`src/hw/rtl/deq_pkg.sv`:
```
`default_nettype none

package deq_pkg;

  localparam int DEPTH_DEF     = 16;
  localparam int DATA_BITS_DEF = 32;

  localparam int KIND_W   = 3;
  localparam int VALUE_W  = 32;
  localparam int POS_W    = 5;
  localparam int READ_W   = 32;
  localparam int STATUS_W = 2;
  localparam int COUNT_W  = 5;

  localparam int IN_DATA_W  = 40;
  localparam int OUT_DATA_W = 40;
  localparam int OUT_PAD_W  = OUT_DATA_W - READ_W - COUNT_W - 1;

  localparam logic [KIND_W-1:0] KIND_PUSH_FRONT = 3'd0;
  localparam logic [KIND_W-1:0] KIND_PUSH_REAR  = 3'd1;
  localparam logic [KIND_W-1:0] KIND_POP_FRONT  = 3'd2;
  localparam logic [KIND_W-1:0] KIND_POP_REAR   = 3'd3;
  localparam logic [KIND_W-1:0] KIND_PEEK_FRONT = 3'd4;
  localparam logic [KIND_W-1:0] KIND_PEEK_REAR  = 3'd5;
  localparam logic [KIND_W-1:0] KIND_INSERT     = 3'd6;

  localparam logic [STATUS_W-1:0] ST_OK     = 2'd0;
  localparam logic [STATUS_W-1:0] ST_EMPTY  = 2'd1;
  localparam logic [STATUS_W-1:0] ST_FULL   = 2'd2;
  localparam logic [STATUS_W-1:0] ST_BADPOS = 2'd3;

endpackage

`default_nettype wire

```
`src/hw/rtl/deq_addr_unit.sv`:
```
`default_nettype none

module deq_addr_unit #(
  parameter int DEPTH = deq_pkg::DEPTH_DEF,
  localparam int AW = $clog2(DEPTH),
  localparam int CW = $clog2(DEPTH + 1)
) (
  input  wire logic [AW-1:0] head,
  input  wire logic [CW-1:0] idx,
  output logic      [AW-1:0] addr
);

  logic [CW:0] sum;
  logic [CW:0] wrapped;

  always_comb begin
    sum = (CW + 1)'(head) + (CW + 1)'(idx);
    if (sum >= (CW + 1)'(DEPTH)) begin
      wrapped = sum - (CW + 1)'(DEPTH);
    end else begin
      wrapped = sum;
    end
    addr = AW'(wrapped);
  end

endmodule

`default_nettype wire

```
`src/hw/rtl/double_ended_queue.sv`:
```
// Bounded double-ended queue of DEPTH words kept in a circular buffer RAM.
// Each input transfer carries one operation (push/pop/peek at either end,
// or insert at a zero-based position from 1 to the count) and produces
// exactly one result transfer with the word read, a status, the count and
// an empty flag. The block takes one operation at a time, and a result held
// back by out_tready holds the block as well. The insert time comes from the
// single-port RAM: every word behind the insert point is read (S_SHRD) and
// written back (S_SHWR) one place toward the rear, one word after another,
// with one shared address adder mapping queue positions onto RAM addresses.
`default_nettype none

module double_ended_queue #(
  parameter int DEPTH     = deq_pkg::DEPTH_DEF,
  parameter int DATA_BITS = deq_pkg::DATA_BITS_DEF
) (
  input  wire logic                          clk,
  input  wire logic                          rst_n,
  input  wire logic                          in_tvalid,
  output logic                               in_tready,
  input  wire logic [deq_pkg::IN_DATA_W-1:0] in_tdata,   // value[31:0], position[36:32]
  input  wire logic [deq_pkg::KIND_W-1:0]    in_tuser,   // kind[2:0]
  output logic                               out_tvalid,
  input  wire logic                          out_tready,
  output logic [deq_pkg::OUT_DATA_W-1:0]     out_tdata,  // read_value[31:0], entry_count[36:32],
                                                         // is_empty[37]
  output logic [deq_pkg::STATUS_W-1:0]       out_tuser   // status[1:0]
);

  import deq_pkg::*;

  localparam int AW  = $clog2(DEPTH);
  localparam int CW  = $clog2(DEPTH + 1);
  localparam int SW  = (DATA_BITS < VALUE_W) ? DATA_BITS : VALUE_W;
  localparam int PCW = (CW > POS_W) ? CW : POS_W;

  typedef enum logic [2:0] {
    S_IDLE,
    S_EXEC,
    S_RDATA,
    S_SHRD,
    S_SHWR,
    S_INSW,
    S_RESULT
  } state_t;

  state_t              state_r, state_nxt;
  logic [KIND_W-1:0]   kind_r, kind_nxt;
  logic [SW-1:0]       word_r, word_nxt;
  logic [POS_W-1:0]    pos_r, pos_nxt;
  logic [CW-1:0]       count_r, count_nxt;
  logic [AW-1:0]       head_r, head_nxt;
  logic [CW-1:0]       j_r, j_nxt;
  logic [STATUS_W-1:0] status_r, status_nxt;
  logic [SW-1:0]       rd_r, rd_nxt;
  logic                out_tvalid_r, out_tvalid_nxt;
  logic [READ_W-1:0]   out_read_r, out_read_nxt;
  logic [STATUS_W-1:0] out_status_r, out_status_nxt;
  logic [COUNT_W-1:0]  out_count_r, out_count_nxt;
  logic                out_empty_r, out_empty_nxt;

  logic [SW-1:0] mem [DEPTH];
  logic [SW-1:0] rdata_r;
  logic          mem_we;
  logic [AW-1:0] mem_waddr;
  logic [SW-1:0] mem_wdata;
  logic          mem_re;

  logic [CW-1:0] unit_idx;
  logic [AW-1:0] unit_addr;
  logic [AW-1:0] head_dec;
  logic [AW-1:0] head_inc;
  logic [CW-1:0] cnt_m1;
  logic [CW-1:0] jm1;
  logic          is_full;
  logic          is_empty;
  logic          pos_ok;

  deq_addr_unit #(
    .DEPTH(DEPTH)
  ) u_addr (
    .head(head_r),
    .idx (unit_idx),
    .addr(unit_addr)
  );

  always_comb begin
    head_dec = (head_r == '0) ? AW'(DEPTH - 1) : head_r - AW'(1);
    head_inc = (head_r == AW'(DEPTH - 1)) ? '0 : head_r + AW'(1);
    cnt_m1   = count_r - CW'(1);
    jm1      = j_r - CW'(1);
    is_full  = (count_r == CW'(DEPTH));
    is_empty = (count_r == '0);
    pos_ok   = (PCW'(pos_r) >= PCW'(1)) && (PCW'(pos_r) <= PCW'(count_r));
  end

  always_comb begin
    state_nxt      = state_r;
    kind_nxt       = kind_r;
    word_nxt       = word_r;
    pos_nxt        = pos_r;
    count_nxt      = count_r;
    head_nxt       = head_r;
    j_nxt          = j_r;
    status_nxt     = status_r;
    rd_nxt         = rd_r;
    out_tvalid_nxt = out_tvalid_r;
    out_read_nxt   = out_read_r;
    out_status_nxt = out_status_r;
    out_count_nxt  = out_count_r;
    out_empty_nxt  = out_empty_r;
    mem_we         = 1'b0;
    mem_waddr      = unit_addr;
    mem_wdata      = word_r;
    mem_re         = 1'b0;
    unit_idx       = '0;

    if (out_tvalid_r && out_tready) begin
      out_tvalid_nxt = 1'b0;
    end

    unique case (state_r)
      S_IDLE: begin
        if (in_tvalid) begin
          kind_nxt   = in_tuser;
          word_nxt   = SW'(in_tdata[VALUE_W-1:0]);
          pos_nxt    = in_tdata[VALUE_W +: POS_W];
          status_nxt = ST_OK;
          rd_nxt     = '0;
          state_nxt  = S_EXEC;
        end
      end
      S_EXEC: begin
        state_nxt = S_RESULT;
        case (kind_r) inside
          KIND_PUSH_FRONT: begin
            if (is_full) begin
              status_nxt = ST_FULL;
            end else begin
              mem_we    = 1'b1;
              mem_waddr = head_dec;
              head_nxt  = head_dec;
              count_nxt = count_r + CW'(1);
            end
          end
          KIND_PUSH_REAR: begin
            unit_idx = count_r;
            if (is_full) begin
              status_nxt = ST_FULL;
            end else begin
              mem_we    = 1'b1;
              count_nxt = count_r + CW'(1);
            end
          end
          KIND_POP_FRONT, KIND_PEEK_FRONT: begin
            if (is_empty) begin
              status_nxt = ST_EMPTY;
            end else begin
              mem_re    = 1'b1;
              state_nxt = S_RDATA;
            end
          end
          KIND_POP_REAR, KIND_PEEK_REAR: begin
            unit_idx = cnt_m1;
            if (is_empty) begin
              status_nxt = ST_EMPTY;
            end else begin
              mem_re    = 1'b1;
              state_nxt = S_RDATA;
            end
          end
          KIND_INSERT: begin
            if (!pos_ok) begin
              status_nxt = ST_BADPOS;
            end else if (is_full) begin
              status_nxt = ST_FULL;
            end else begin
              j_nxt     = count_r;
              state_nxt = (PCW'(count_r) == PCW'(pos_r)) ? S_INSW : S_SHRD;
            end
          end
          default: begin
          end
        endcase
      end
      S_RDATA: begin
        rd_nxt    = rdata_r;
        state_nxt = S_RESULT;
        if (kind_r == KIND_POP_FRONT) begin
          head_nxt  = head_inc;
          count_nxt = cnt_m1;
        end else if (kind_r == KIND_POP_REAR) begin
          count_nxt = cnt_m1;
        end
      end
      S_SHRD: begin
        unit_idx  = jm1;
        mem_re    = 1'b1;
        state_nxt = S_SHWR;
      end
      S_SHWR: begin
        unit_idx  = j_r;
        mem_we    = 1'b1;
        mem_wdata = rdata_r;
        j_nxt     = jm1;
        state_nxt = (PCW'(jm1) == PCW'(pos_r)) ? S_INSW : S_SHRD;
      end
      S_INSW: begin
        unit_idx  = j_r;
        mem_we    = 1'b1;
        count_nxt = count_r + CW'(1);
        state_nxt = S_RESULT;
      end
      S_RESULT: begin
        if (!out_tvalid_r || out_tready) begin
          out_tvalid_nxt = 1'b1;
          out_read_nxt   = READ_W'(rd_r);
          out_status_nxt = status_r;
          out_count_nxt  = COUNT_W'(count_r);
          out_empty_nxt  = is_empty;
          state_nxt      = S_IDLE;
        end
      end
      default: begin
        state_nxt = S_IDLE;
      end
    endcase
  end

  always_ff @(posedge clk) begin
    if (!rst_n) begin
      state_r      <= S_IDLE;
      count_r      <= '0;
      head_r       <= '0;
      out_tvalid_r <= 1'b0;
    end else begin
      state_r      <= state_nxt;
      count_r      <= count_nxt;
      head_r       <= head_nxt;
      out_tvalid_r <= out_tvalid_nxt;
    end
    kind_r       <= kind_nxt;
    word_r       <= word_nxt;
    pos_r        <= pos_nxt;
    j_r          <= j_nxt;
    status_r     <= status_nxt;
    rd_r         <= rd_nxt;
    out_read_r   <= out_read_nxt;
    out_status_r <= out_status_nxt;
    out_count_r  <= out_count_nxt;
    out_empty_r  <= out_empty_nxt;
  end

  always_ff @(posedge clk) begin
    if (mem_we) begin
      mem[mem_waddr] <= mem_wdata;
    end
    if (mem_re) begin
      rdata_r <= mem[unit_addr];
    end
  end

  assign in_tready  = (state_r == S_IDLE);
  assign out_tvalid = out_tvalid_r;
  assign out_tdata  = {{OUT_PAD_W{1'b0}}, out_empty_r, out_count_r, out_read_r};
  assign out_tuser  = out_status_r;

  a_count_bound: assert property (@(posedge clk) disable iff (!rst_n)
    count_r <= CW'(DEPTH))
    else $error("occupancy above capacity");

  a_head_bound: assert property (@(posedge clk) disable iff (!rst_n)
    head_r <= AW'(DEPTH - 1))
    else $error("head pointer outside buffer");

  a_count_step: assert property (@(posedge clk) disable iff (!rst_n)
    ($past(rst_n) && (count_r != $past(count_r))) |->
      ((count_r == $past(count_r) + CW'(1)) || (count_r == $past(count_r) - CW'(1))))
    else $error("occupancy moved by more than one");

  a_error_no_data: assert property (@(posedge clk) disable iff (!rst_n)
    (out_tvalid && (out_tuser != ST_OK)) |-> (out_tdata[READ_W-1:0] == '0))
    else $error("failed operation returned data");

  a_one_at_a_time: assert property (@(posedge clk) disable iff (!rst_n)
    (in_tvalid && in_tready) |=> !in_tready)
    else $error("second transfer taken while busy");

endmodule

`default_nettype wire
```
`config.mk`:
```
export PLATFORM = sky130hd
export DESIGN_NAME = double_ended_queue
export DESIGN_NICKNAME = d
export VERILOG_FILES = /design/src/hw/rtl/deq_pkg.sv /design/src/hw/rtl/deq_addr_unit.sv /design/src/hw/rtl/double_ended_queue.sv
export SDC_FILE = /design/constraint.sdc
export NUM_CORES = 1
export LEC_CHECK = 0
export ABC_AREA = 1
export BUFFER_PORTS_ARGS = -buffer_cell sky130_fd_sc_hd__buf_4
export CAP_MARGIN = 15
export CELL_PAD_IN_SITES_DETAIL_PLACEMENT = 2
export CELL_PAD_IN_SITES_GLOBAL_PLACEMENT = 2
export CORE_MARGIN = 4
export CORE_UTILIZATION = 48
export CTS_CLUSTER_SIZE = 30
export DETAILED_ROUTE_END_ITERATION = 10
export GPL_TIMING_DRIVEN = 0
export MAX_ROUTING_LAYER = met4
export PLACE_DENSITY = 0.82
export SYNTH_ARGS = -nofsm -noshare
export SYNTH_HDL_FRONTEND = slang
export SYNTH_SLANG_ARGS = --single-unit
```
`constraint.sdc`:
```
create_clock -name clk -period 6.6 [get_ports clk]
set_clock_uncertainty 0.1 [all_clocks]
set_input_delay 0.66 -clock clk [delete_from_list [all_inputs] [get_ports clk]]
set_output_delay 0.66 -clock clk [all_outputs]
set_load 0.03 [all_outputs]
```
==> qor.txt <==
Slowest Stage Delay on Critical Path - 0.85 ns
Routability Congestion - 0.815
highest routed layer - met4
Final nets - 2247
multi-input logic area - 6050 um2
Total Wirelength - 118000 um
Startpoint Class - flip-flop
global route total overflow - 0
Avg Cell Area, Syn - 13.7 um2
Total Power - 18.3 mW
Static Leak - 11.0 nW
DRC - 0
final worst setup slack - 0.829 ns
synthesized instance count - 1977
die span in x - 245 um
post-placement cell area - 29300 um2
number of fill cells in the layout - 4913
Yosys Warn Count - 0
status - finished clean
sequential share of the synthesized area - 74.7%
Reg area - 20200 um2
headroom to the max-slew limit - 13.6%
Area Growth Syn to Fin - 17.3%
die area - 60100 um2
final setup fails - 0
first-pass GRT wire length - 166000 um
RSZ-0062 raised after global routing - false
Floorplan Core Area - 55400 um2
mapped cell area - 27000 um2
Finished Cell Area - 31700 um2
# rows - 86
Setup crit end kind - flip-flop
Clock Pin Slew Worst Setup and Hold Paths - 0.10 ns
leading cell types in the layout, fill and taps excluded - 663 x edfxtp_1, 314 x nor2_1, 293 x o21ai_0
Initial Util - 48.7%
hpwl dp - 70100 um
VDD IR-drop max - 0.269 mV
WP data arrival - 6.00 ns
TritonCTS clock tree - done
Min Hold Slack - 0.0706 ns
CTS Hold Bufs - 0
clock root cell - clkbuf_16
Max Clk Rate - 173 MHz
Final Hold Fails - 0
crit path kind - flip-flop to flip-flop
WP data required - 6.83 ns
WL met1 - 41700 um
number of global-route vias before repair - 22000
DRT antenna net count - 0
CP Cell Sequence - inv_2, nand2_4, inv_1, nand2_1, o21ai_0, a22oi_1, o21ai_0, ha_1, fa_1, inv_1, clkbuf_1, nand2_1, o21ai_1, nand3_1, nor2_4, buf_16
initial antenna violation count - 2
total iterations of the first detailed-routing run - 6
largest net degree at the start of global routing - 27
I/O Buffers - 84
share of layout cells above drive strength 1 - 16.9%
ratio of final minimum period to clock period - 87.4%
total global-route track usage - 39.9%
Cell variety after synth - 40
# IOs - 91
pwr dens - 579 nW/um2
Sink Count - 676
CP Max Fanout - 17
H-tree Lvls - 3
Synth Register Bits - 676
WL met2 - 58600 um
DP Worst Slack - 1.28 ns
max cap viols - 0
Tmin final - 5.77 ns
DRT iter0 DRCs - 3016
worst hold path type - input pin to flip-flop
die height - 245 um
Worst Tran Pin Value - 1.28 ns
Clk Latency, worst-skew pair - 0.66 ns
detailed-route via count - 20500
WL met3 - 10300 um
vias per inst - 6.84
slowest CP cell - nor2_4
total CTS buffers - 72
drt wl/cell - 39.5 um
most common cell after layout, fill and taps aside - edfxtp_1
cts repair resizes - 0
Post-CTS Setup Bufs - 0
fin. max-slew vios - 0
clk buf depth - 3
cells by family after synthesis:
group | synth area share (%)
xor+xnor | 0.325
compound gates | 11.8
flops | 74.7
other cells | 0.0139
buf+inv | 3.50
simple gates | 8.87
fa+ha+maj | 0.770
Yosys cell counts (all sizes together):
| cell | instances | area share, % |
|---|---|---|
| nand3b | 1 | 0.028 |
| a211oi | 2 | 0.056 |
| or2 | 2 | 0.046 |
| xnor2 | 3 | 0.097 |
| dfxtp | 13 | 0.96 |
| clkbuf | 84 | 1.2 |
| a31oi | 5 | 0.12 |
| edfxtp | 663 | 74 |
| xor2 | 7 | 0.23 |
| nor2 | 335 | 4.7 |
| nor3 | 3 | 0.056 |
| clkinv | 1 | 0.014 |
| inv | 91 | 1.3 |
| buf | 39 | 1.0 |
| o221ai | 129 | 4.2 |
| nand2 | 140 | 2.1 |
| a22oi | 2 | 0.056 |
| o22ai | 1 | 0.023 |
| ha | 15 | 0.70 |
| fa | 1 | 0.074 |
| conb | 1 | 0.014 |
| o21ai | 354 | 7.0 |
| nand4 | 5 | 0.17 |
| a221oi | 1 | 0.032 |
| o31ai | 1 | 0.046 |
| a21oi | 14 | 0.26 |
| nand3 | 64 | 1.8 |
report_power, final:
part	internal, mW	switching (mW)
logic	1.79	6.10
registers	5.97	0.268
clock network	2.29	1.93
area by class of cell:
type	count	area share (%)
timing repair buffer	132	4.00
antenna	1	0.00790
buffer	123	1.89
tap	748	2.96
clock inverter	47	1.35
multi-input combinational	1087	19.1
inverter	92	1.09
clock buffer	85	5.91
sequential	676	63.7
critical path, delay by kind of cell, from the launching register on:
family                     cells  cell delay (ns)
and+or+nand+nor                5             1.78
buffers and inverters          5             1.35
DFF                            1             0.51
adders and majority gates      2             0.85
AOI/OAI and AO/OA              4             0.83
through the flow:
step	setup TNS (ns)	utilization, %	std cells
detailed placement	0	52.9	2852
global placement	-11.02	51.5	2810
finish	0	57.1	2991
floorplan	0	-	1978
global route	0	57.1	2990
CTS	0	57.0	2984
registers in the layout, summed over array words and instances, names as in the netlist:
| signal | count |
|---|---|
| pos_r | 5 |
| out_tvalid | 1 |
| rdata_r | 32 |
| status_r | 2 |
| out_count_r | 5 |
| head_r | 4 |
| count_r | 5 |
| state_r | 3 |
| j_r | 5 |
| out_empty_r | 1 |
| out_tuser | 2 |
| kind_r | 3 |
| mem | 512 |
| out_read_r | 32 |
| rd_r | 32 |
| word_r | 32 |
final timing paths:
path,from,end,slack (ns),cells past startpoint
min reg2reg,rd_r[27],out_read_r[27],0.32,0
min,in_tdata[10],word_r[10],0.07,1
max,kind_r[2],mem[5][20],0.83,16
max reg2reg,kind_r[2],mem[5][20],0.83,16
layer usage:
metal	vias to the layer above	GRT usage, %
li1	7761	-
met1	10600	46.9
met2	1587	66.7
met3	493	6.97
met4	0	20.2
met5	-	-
No activity file was read; power rests on OpenSTA's default activity.
